==> config.mk <==
export PLATFORM = sky130hd
export DESIGN_NAME = task_scheduler_rr_priority_top
export DESIGN_NICKNAME = d
export VERILOG_FILES = /design/src/rtl/tsrp_pkg.sv /design/src/rtl/tsrp_datapath.sv /design/src/rtl/tsrp_ctrl.sv /design/src/rtl/task_scheduler_rr_priority_top.sv
export SDC_FILE = /design/constraint.sdc
export NUM_CORES = 1
export LEC_CHECK = 0
export CAP_MARGIN = 20
export CORE_ASPECT_RATIO = 0.9
export CORE_MARGIN = 2
export CORE_UTILIZATION = 50
export DETAILED_ROUTE_END_ITERATION = 7
export DONT_BUFFER_PORTS = 1
export GPL_ROUTABILITY_DRIVEN = 1
export PLACE_DENSITY_LB_ADDON = 0.15
export SYNTH_ARGS = -nofsm -noshare
export SYNTH_HDL_FRONTEND = slang
export SYNTH_HIERARCHICAL = 1
export SYNTH_SLANG_ARGS = --single-unit
==> constraint.sdc <==
create_clock -name clock -period 8 [get_ports clock]
set_input_delay 0.4 -clock clock [delete_from_list [all_inputs] [get_ports clock]]
set_output_delay 0.4 -clock clock [all_outputs]
set_load 0.1 [all_outputs]
==> src/rtl/tsrp_pkg.sv <==
// Shared types and constants for the round-robin / priority task scheduler.
// Used by tsrp_ctrl, tsrp_datapath and task_scheduler_rr_priority_top.
package tsrp_pkg;

   localparam int MAX_TASKS = 16;
   localparam int SLOT_W    = 4;
   localparam int COUNT_W   = 5;
   localparam int PRIO_W    = 8;
   localparam int CSR_IDX_W = 1;
   localparam int CSR_DATA_W = COUNT_W;

   // Item commands
   localparam logic CMD_WRITE = 1'b0;
   localparam logic CMD_TICK  = 1'b1;

   // Configuration register indexes
   localparam logic [CSR_IDX_W-1:0] CSR_SCHED_MODE = 1'd0;
   localparam logic [CSR_IDX_W-1:0] CSR_TASK_COUNT = 1'd1;

   // Scheduling modes
   localparam logic MODE_RR   = 1'b0;
   localparam logic MODE_PRIO = 1'b1;

   typedef enum logic [1:0] {
      ST_IDLE,
      ST_MOD,
      ST_SCAN,
      ST_RESP
   } state_type;

   typedef struct packed {
      logic write_en;
      logic scan_init;
      logic mod_en;
      logic scan_en;
   } ctrl_cmd_type;

   typedef struct packed {
      logic mod_done;
      logic scan_done;
   } dp_status_type;

endpackage

==> src/rtl/tsrp_datapath.sv <==
// Datapath of the task scheduler: task table, running slot, config registers
// and the one-slot-per-cycle scan unit. Depends on tsrp_pkg.
module tsrp_datapath import tsrp_pkg::*; (
   input  logic                  clock,
   input  logic                  reset,
   input  ctrl_cmd_type          cmd,
   output dp_status_type         status,
   input  logic [SLOT_W-1:0]     req_task_index,
   input  logic                  req_task_ready,
   input  logic [PRIO_W-1:0]     req_task_priority,
   input  logic                  csr_we,
   input  logic [CSR_IDX_W-1:0]  csr_index,
   input  logic [CSR_DATA_W-1:0] csr_wdata,
   output logic [SLOT_W-1:0]     running_task
);

   logic [MAX_TASKS-1:0] ready_ff, ready_in;
   logic [PRIO_W-1:0]    prio_ff [MAX_TASKS];
   logic [SLOT_W-1:0]    running_ff, running_in;
   logic                 mode_ff, mode_in;
   logic [COUNT_W-1:0]   count_ff, count_in;
   logic [SLOT_W-1:0]    pos_ff, pos_in;
   logic [SLOT_W-1:0]    step_ff, step_in;
   logic [SLOT_W-1:0]    best_ff, best_in;
   logic [PRIO_W-1:0]    best_prio_ff, best_prio_in;

   logic [COUNT_W-1:0]   slots;
   logic [COUNT_W-1:0]   next_wide;
   logic [SLOT_W-1:0]    next_slot;
   logic                 hit;

   // Clamp the count to 1..MAX_TASKS
   always_comb begin
      if (count_ff == '0) begin
         slots = COUNT_W'(1);
      end else if (count_ff > COUNT_W'(MAX_TASKS)) begin
         slots = COUNT_W'(MAX_TASKS);
      end else begin
         slots = count_ff;
      end
   end

   always_comb begin
      next_wide = {1'b0, pos_ff} + COUNT_W'(1);
      if (mode_ff == MODE_RR && next_wide == slots) begin
         next_slot = '0;
      end else begin
         next_slot = next_wide[SLOT_W-1:0];
      end
      hit = (next_slot != '0) && ready_ff[next_slot];
   end

   always_comb begin
      status.mod_done = (mode_ff == MODE_PRIO) || ({1'b0, pos_ff} < slots);
      if (mode_ff == MODE_RR) begin
         status.scan_done = hit || ({1'b0, step_ff} == slots - COUNT_W'(1));
      end else begin
         status.scan_done = (next_wide >= slots);
      end
   end

   always_comb begin
      ready_in     = ready_ff;
      running_in   = running_ff;
      mode_in      = mode_ff;
      count_in     = count_ff;
      pos_in       = pos_ff;
      step_in      = step_ff;
      best_in      = best_ff;
      best_prio_in = best_prio_ff;

      if (csr_we) begin
         unique case (csr_index)
            CSR_SCHED_MODE: mode_in  = csr_wdata[0];
            CSR_TASK_COUNT: count_in = csr_wdata;
            default: ;
         endcase
      end

      if (cmd.write_en) begin
         ready_in[req_task_index] = req_task_ready;
      end

      if (cmd.scan_init) begin
         pos_in       = (mode_ff == MODE_RR) ? running_ff : '0;
         step_in      = '0;
         best_in      = '0;
         best_prio_in = '0;
      end

      // Reduce the start position modulo the slot count
      if (cmd.mod_en && !status.mod_done) begin
         pos_in = SLOT_W'({1'b0, pos_ff} - slots);
      end

      if (cmd.scan_en) begin
         pos_in  = next_slot;
         step_in = step_ff + SLOT_W'(1);
         if (mode_ff == MODE_RR) begin
            if (status.scan_done) begin
               running_in = hit ? next_slot : '0;
            end
         end else begin
            if (status.scan_done) begin
               running_in = best_ff;
            end else if (ready_ff[next_slot] && prio_ff[next_slot] > best_prio_ff) begin
               best_in      = next_slot;
               best_prio_in = prio_ff[next_slot];
            end
         end
      end
   end

   always_ff @(posedge clock) begin
      if (reset) begin
         ready_ff   <= '0;
         running_ff <= '0;
         mode_ff    <= MODE_RR;
         count_ff   <= COUNT_W'(1);
         for (int i = 0; i < MAX_TASKS; i++) begin
            prio_ff[i] <= '0;
         end
      end else begin
         ready_ff   <= ready_in;
         running_ff <= running_in;
         mode_ff    <= mode_in;
         count_ff   <= count_in;
         if (cmd.write_en) begin
            prio_ff[req_task_index] <= req_task_priority;
         end
      end
   end

   always_ff @(posedge clock) begin
      pos_ff       <= pos_in;
      step_ff      <= step_in;
      best_ff      <= best_in;
      best_prio_ff <= best_prio_in;
   end

   assign running_task = running_ff;

endmodule

==> src/rtl/tsrp_ctrl.sv <==
// Controller state machine of the task scheduler: sequences write, modulo
// and scan phases and marks the result beat. Depends on tsrp_pkg.
module tsrp_ctrl import tsrp_pkg::*; (
   input  logic          clock,
   input  logic          reset,
   input  logic          start,
   input  logic          req_cmd,
   input  dp_status_type status,
   output ctrl_cmd_type  cmd,
   output logic          busy,
   output logic          rsp_valid
);

   state_type state_ff, state_in;

   always_ff @(posedge clock) begin
      if (reset) begin
         state_ff <= ST_IDLE;
      end else begin
         state_ff <= state_in;
      end
   end

   always_comb begin
      state_in  = state_ff;
      cmd       = '0;
      busy      = 1'b1;
      rsp_valid = 1'b0;
      unique case (state_ff)
         ST_IDLE: begin
            busy = 1'b0;
            if (start) begin
               if (req_cmd == CMD_WRITE) begin
                  cmd.write_en = 1'b1;
                  state_in     = ST_RESP;
               end else begin
                  cmd.scan_init = 1'b1;
                  state_in      = ST_MOD;
               end
            end
         end
         ST_MOD: begin
            cmd.mod_en = 1'b1;
            if (status.mod_done) begin
               state_in = ST_SCAN;
            end
         end
         ST_SCAN: begin
            cmd.scan_en = 1'b1;
            if (status.scan_done) begin
               state_in = ST_RESP;
            end
         end
         ST_RESP: begin
            rsp_valid = 1'b1;
            state_in  = ST_IDLE;
         end
         default: state_in = ST_IDLE;
      endcase
   end

endmodule

==> src/rtl/task_scheduler_rr_priority_top.sv <==
// Top level of the round-robin / static priority task scheduler.
// Depends on tsrp_pkg, tsrp_ctrl and tsrp_datapath.
//
// Usage:
//   Input: drive req_* and raise start; the beat is taken at an edge where
//   start is high and busy is low. req_cmd = write stores ready bit and
//   priority of slot req_task_index; req_cmd = tick picks the next slot.
//   Output: one beat per item, rsp_valid high for exactly one cycle with
//   rsp_running_task holding the running slot (0 is idle). The receiver
//   cannot stall; the beat is gone after that cycle.
//   Config: csr_we writes csr_wdata to register csr_index (0 mode, 1
//   count) at the clock edge. The user must write only while busy is low;
//   the block itself does not enforce it.
// Operation:
//   Write: the result beat comes in the cycle after accept, and busy
//   stays high until that beat is over.
//   Tick: in round-robin mode a modulo phase reduces the running slot
//   modulo n, the slot count, one subtract per cycle; then the scan unit
//   checks one slot per cycle, stopping at the first ready slot or after
//   a full turn in round-robin mode and running to the last slot in
//   priority mode, then the result beat. Busy stays high until it is over.
// Reset: synchronous; clears the task table, running slot goes to idle,
//   mode round-robin, count 1.
module task_scheduler_rr_priority_top import tsrp_pkg::*; (
   input  logic                  clock,
   input  logic                  reset,
   input  logic                  start,
   output logic                  busy,
   input  logic                  req_cmd,
   input  logic [SLOT_W-1:0]     req_task_index,
   input  logic                  req_task_ready,
   input  logic [PRIO_W-1:0]     req_task_priority,
   output logic                  rsp_valid,
   output logic [SLOT_W-1:0]     rsp_running_task,
   input  logic                  csr_we,
   input  logic [CSR_IDX_W-1:0]  csr_index,
   input  logic [CSR_DATA_W-1:0] csr_wdata
);

   ctrl_cmd_type  cmd;
   dp_status_type status;

   tsrp_ctrl u_ctrl (
      .clock     (clock),
      .reset     (reset),
      .start     (start),
      .req_cmd   (req_cmd),
      .status    (status),
      .cmd       (cmd),
      .busy      (busy),
      .rsp_valid (rsp_valid)
   );

   tsrp_datapath u_datapath (
      .clock             (clock),
      .reset             (reset),
      .cmd               (cmd),
      .status            (status),
      .req_task_index    (req_task_index),
      .req_task_ready    (req_task_ready),
      .req_task_priority (req_task_priority),
      .csr_we            (csr_we),
      .csr_index         (csr_index),
      .csr_wdata         (csr_wdata),
      .running_task      (rsp_running_task)
   );

endmodule
==> results.txt <==
synthesized instance count = 813
Yosys top cell area share = 0.4495
Worst slew margin = 0.2344
RSZ-0062 raised after global routing = no
Worst-Margin Slew = 1.144 ns
Worst Path Arrival = 6.71 ns
critical path buffer and inverter count = 2
# resized after CTS = 0
first-pass GRT wire length = 35.79 mm
gp weighted congestion = 0.9134
CTS Buffer Depth = 2
shortest period the worst path allows = 6.392 ns
TritonCTS clock tree = built
Skew-Pair Late Insertion Delay = 0.43 ns
top-count cell post-synth = edfxtp_1
input/output buffers = 0
Max Slew Vio Count = 0
GRT Residual Overflow = 0
Slowest Stage Delay on Critical Path = 0.75 ns
Vias/cell = 5.956
number of global-route vias before repair = 5974
CTS root buffer = clkbuf_16
top cells by area, synth = edfxtp_1 45%, and2_1 9.1%, dfxtp_1 8.8%, mux2i_1 4.3%, ha_1 3.3%
wire length per cell = 22.50 um
prevailing post-synth register cell = edfxtp_1
HPWL after detailed placement = 16.60 mm
H-Tree Depth = 4
outcome = completed
Leak = 0.003712 uW
Chip Height = 131.9 um
drt pass-1 iters = 7
family with the most delay on the worst path = simple AND/OR/NAND/NOR gates
syn_nets = 862
All-Layer GR Usage = 0.2497
worst hold path type = in -> reg
Synth cell types = 66
antenna violations before repair = 0
crit-path cells = ha_1 -> nor2b_1 -> nor2_1 -> inv_2 -> ha_1 -> nand4bb_1 -> nor2_1 -> nor4_1 -> clkbuf_2 -> a222oi_1 -> o221ai_1 -> a22oi_1 -> ha_1 -> o21a_1 -> o21ai_0 -> a211oi_1 -> a211oi_1 -> nor3b_4 -> mux2_1
Seq/Total Area, Yosys = 0.5377
CTS Buf Count = 17
Clock Sinks = 176
final core occ = 0.5576
max cap viols = 0
Clock Skews = 0.008869 ns
peak supply drop = 206.3 uV
Worst Path Max Fanout = 27
synthesized cell area = 9085 sq um
sequential cell area = 4885 sq um
initial DRC count = 631
Post-Syn Area per Cell = 11.17 sq um
largest net degree at the start of global routing = 58
crit start category = flip-flop
die width = 146.1 um
final hold vios = 0
DR vias = 6242
CP Capture Type = flip-flop
Pwr Density = 374.4 nW/um^2
routed wire length = 23.59 mm
post-CTS setup buffers = 0
Layout area overhead = 8.800%
number of synthesized register bits = 176
fraction of layout cells with a size suffix above 1 = 0.07921
multi-input logic area = 3820 sq um
Top cell by count, worst path = ha_1
nets@finish = 844
EDFF count, synth = 136
slowest cell on the critical path = nor2_1
core box area = 17730 sq um
Fmax = 156.4 MHz
Synth Warn # = 6
io pins = 30
# DRC = 0
crit path kind = reg -> reg
final worst-path cycle share = 0.7990
Async S/R FF share, synth = 0
post-route antenna net violation count = 0
ANT cells = 0
Worst-path clk slew = 0.07 ns
filler cell count = 1542
hold_buf cts = 0
Worst EP required = 8.32 ns
biggest area consumer among synthesized cells = edfxtp_1
Setup Total Neg Slack = 0 ns
initial core utilization = 0.5125
# rows = 46
die area = 19270 sq um
Post-synth top cells = 136 x edfxtp_1, 132 x and2_1, 53 x nand2_1
final setup violation count = 0
[worst paths after layout]
check	start	to	slack [ns]	cells past startpoint
max	u_datapath/pos_ff[1]	u_datapath/best_prio_ff[7]	1.61	19
min	reset	u_datapath/count_ff[4]	0.03	1
max reg2reg	u_datapath/pos_ff[1]	u_datapath/best_prio_ff[7]	1.61	19
min reg2reg	u_datapath/ready_ff[3]	u_datapath/ready_ff[3]	0.47	2
[power breakdown]
part / switching [uW] / leakage, uW / internal [uW]
clock: 356 / 0.000326 / 589
sequential: 105 / 0.00172 / 1050
combinational: 1010 / 0.00166 / 584
[registers in the layout, indices dropped and copies added, names as in the netlist]
| register | count |
|---|---|
| u_datapath/best_prio_ff | 8 |
| u_datapath/running_task | 4 |
| u_datapath/pos_ff | 4 |
| u_datapath/prio_ff | 128 |
| u_datapath/best_ff | 4 |
| u_ctrl/state_ff | 2 |
| u_datapath/mode_ff | 1 |
| u_datapath/count_ff | 5 |
| u_datapath/step_ff | 4 |
| u_datapath/ready_ff | 16 |
[worst reg2reg max path: stages (launching register included)]
cell       delay (ns)
edfxtp_1         0.56
ha_1             0.36
nor2b_1          0.18
nor2_1           0.21
inv_2            0.25
ha_1             0.41
nand4bb_1        0.20
nor2_1           0.75
nor4_1           0.16
clkbuf_2         0.21
a222oi_1         0.50
o221ai_1         0.28
a22oi_1          0.38
ha_1             0.20
o21a_1           0.12
o21ai_0          0.07
a211oi_1         0.23
a211oi_1         0.12
nor3b_4          0.69
mux2_1           0.39
[metrics by stage]
| step | cells | hold WS (ns) | cell area [sq um] | total power [uW] | setup WS, ns |
|---|---|---|---|---|---|
| 3_3_place_gp | 1014 | 0.4566 | 9208 | 2708 | 1.964 |
| 5_1_grt | 1048 | 0.005483 | 9884 | 3901 | 1.180 |
| 3_5_place_dp | 1014 | 0.4593 | 9208 | 2741 | 1.711 |
| 2_1_floorplan | 813 | 0.4405 | 9085 | 2338 | 2.938 |
| 4_1_cts | 1046 | 0.01587 | 9872 | 3685 | 1.724 |
| 6_report | 1048 | 0.02926 | 9884 | 3701 | 1.608 |
[placed cells by master (no fill, tap or decap), types with 4 or more instances in the layout]
cell,count
o21ai_0,23
bufinv_16,6
mux2_4,6
a21oi_1,30
dfxtp_1,40
a31oi_1,5
a21o_1,10
nor2b_1,10
and2_1,132
a221o_1,15
nand2_1,53
inv_1,47
a22oi_1,14
o221ai_1,7
edfxtp_1,136
a222oi_1,8
xnor2_1,5
nor3_1,14
nand2b_1,10
nand3_1,14
mux2i_1,39
nor2_1,42
a31o_2,8
clkbuf_16,17
mux2_1,4
ha_1,24
o21a_1,6
a211oi_1,15
[logic make-up after synthesis]
| logic type | Yosys count | share of synthesized area |
|---|---|---|
| AOI/OAI and AO/OA | 167 | 0.1343 |
| xor gates and xnor gates | 8 | 0.007713 |
| adders and majority gates | 25 | 0.03526 |
| buffers and inverters | 91 | 0.04187 |
| DFF | 176 | 0.5377 |
| muxes | 55 | 0.06900 |
| and+or+nand+nor | 291 | 0.1742 |
[layer usage]
metal  global-route usage  part of all wire
met1               0.3470              0.44
met2               0.3988              0.47
met3              0.05363             0.065
met4              0.07066             0.016
met5                    0                 0
[area by class of cell]
cell class / instances / area share
Clock buffer: 19 / 0.04380
Clock inverter: 13 / 0.02342
Inverter: 50 / 0.01899
Multi-Input combinational cell: 546 / 0.3865
Sequential cell: 176 / 0.4942
Tap cell: 240 / 0.03038
Timing Repair Buffer: 4 / 0.002785
Note: power is estimated with default switching activity, not from simulation.
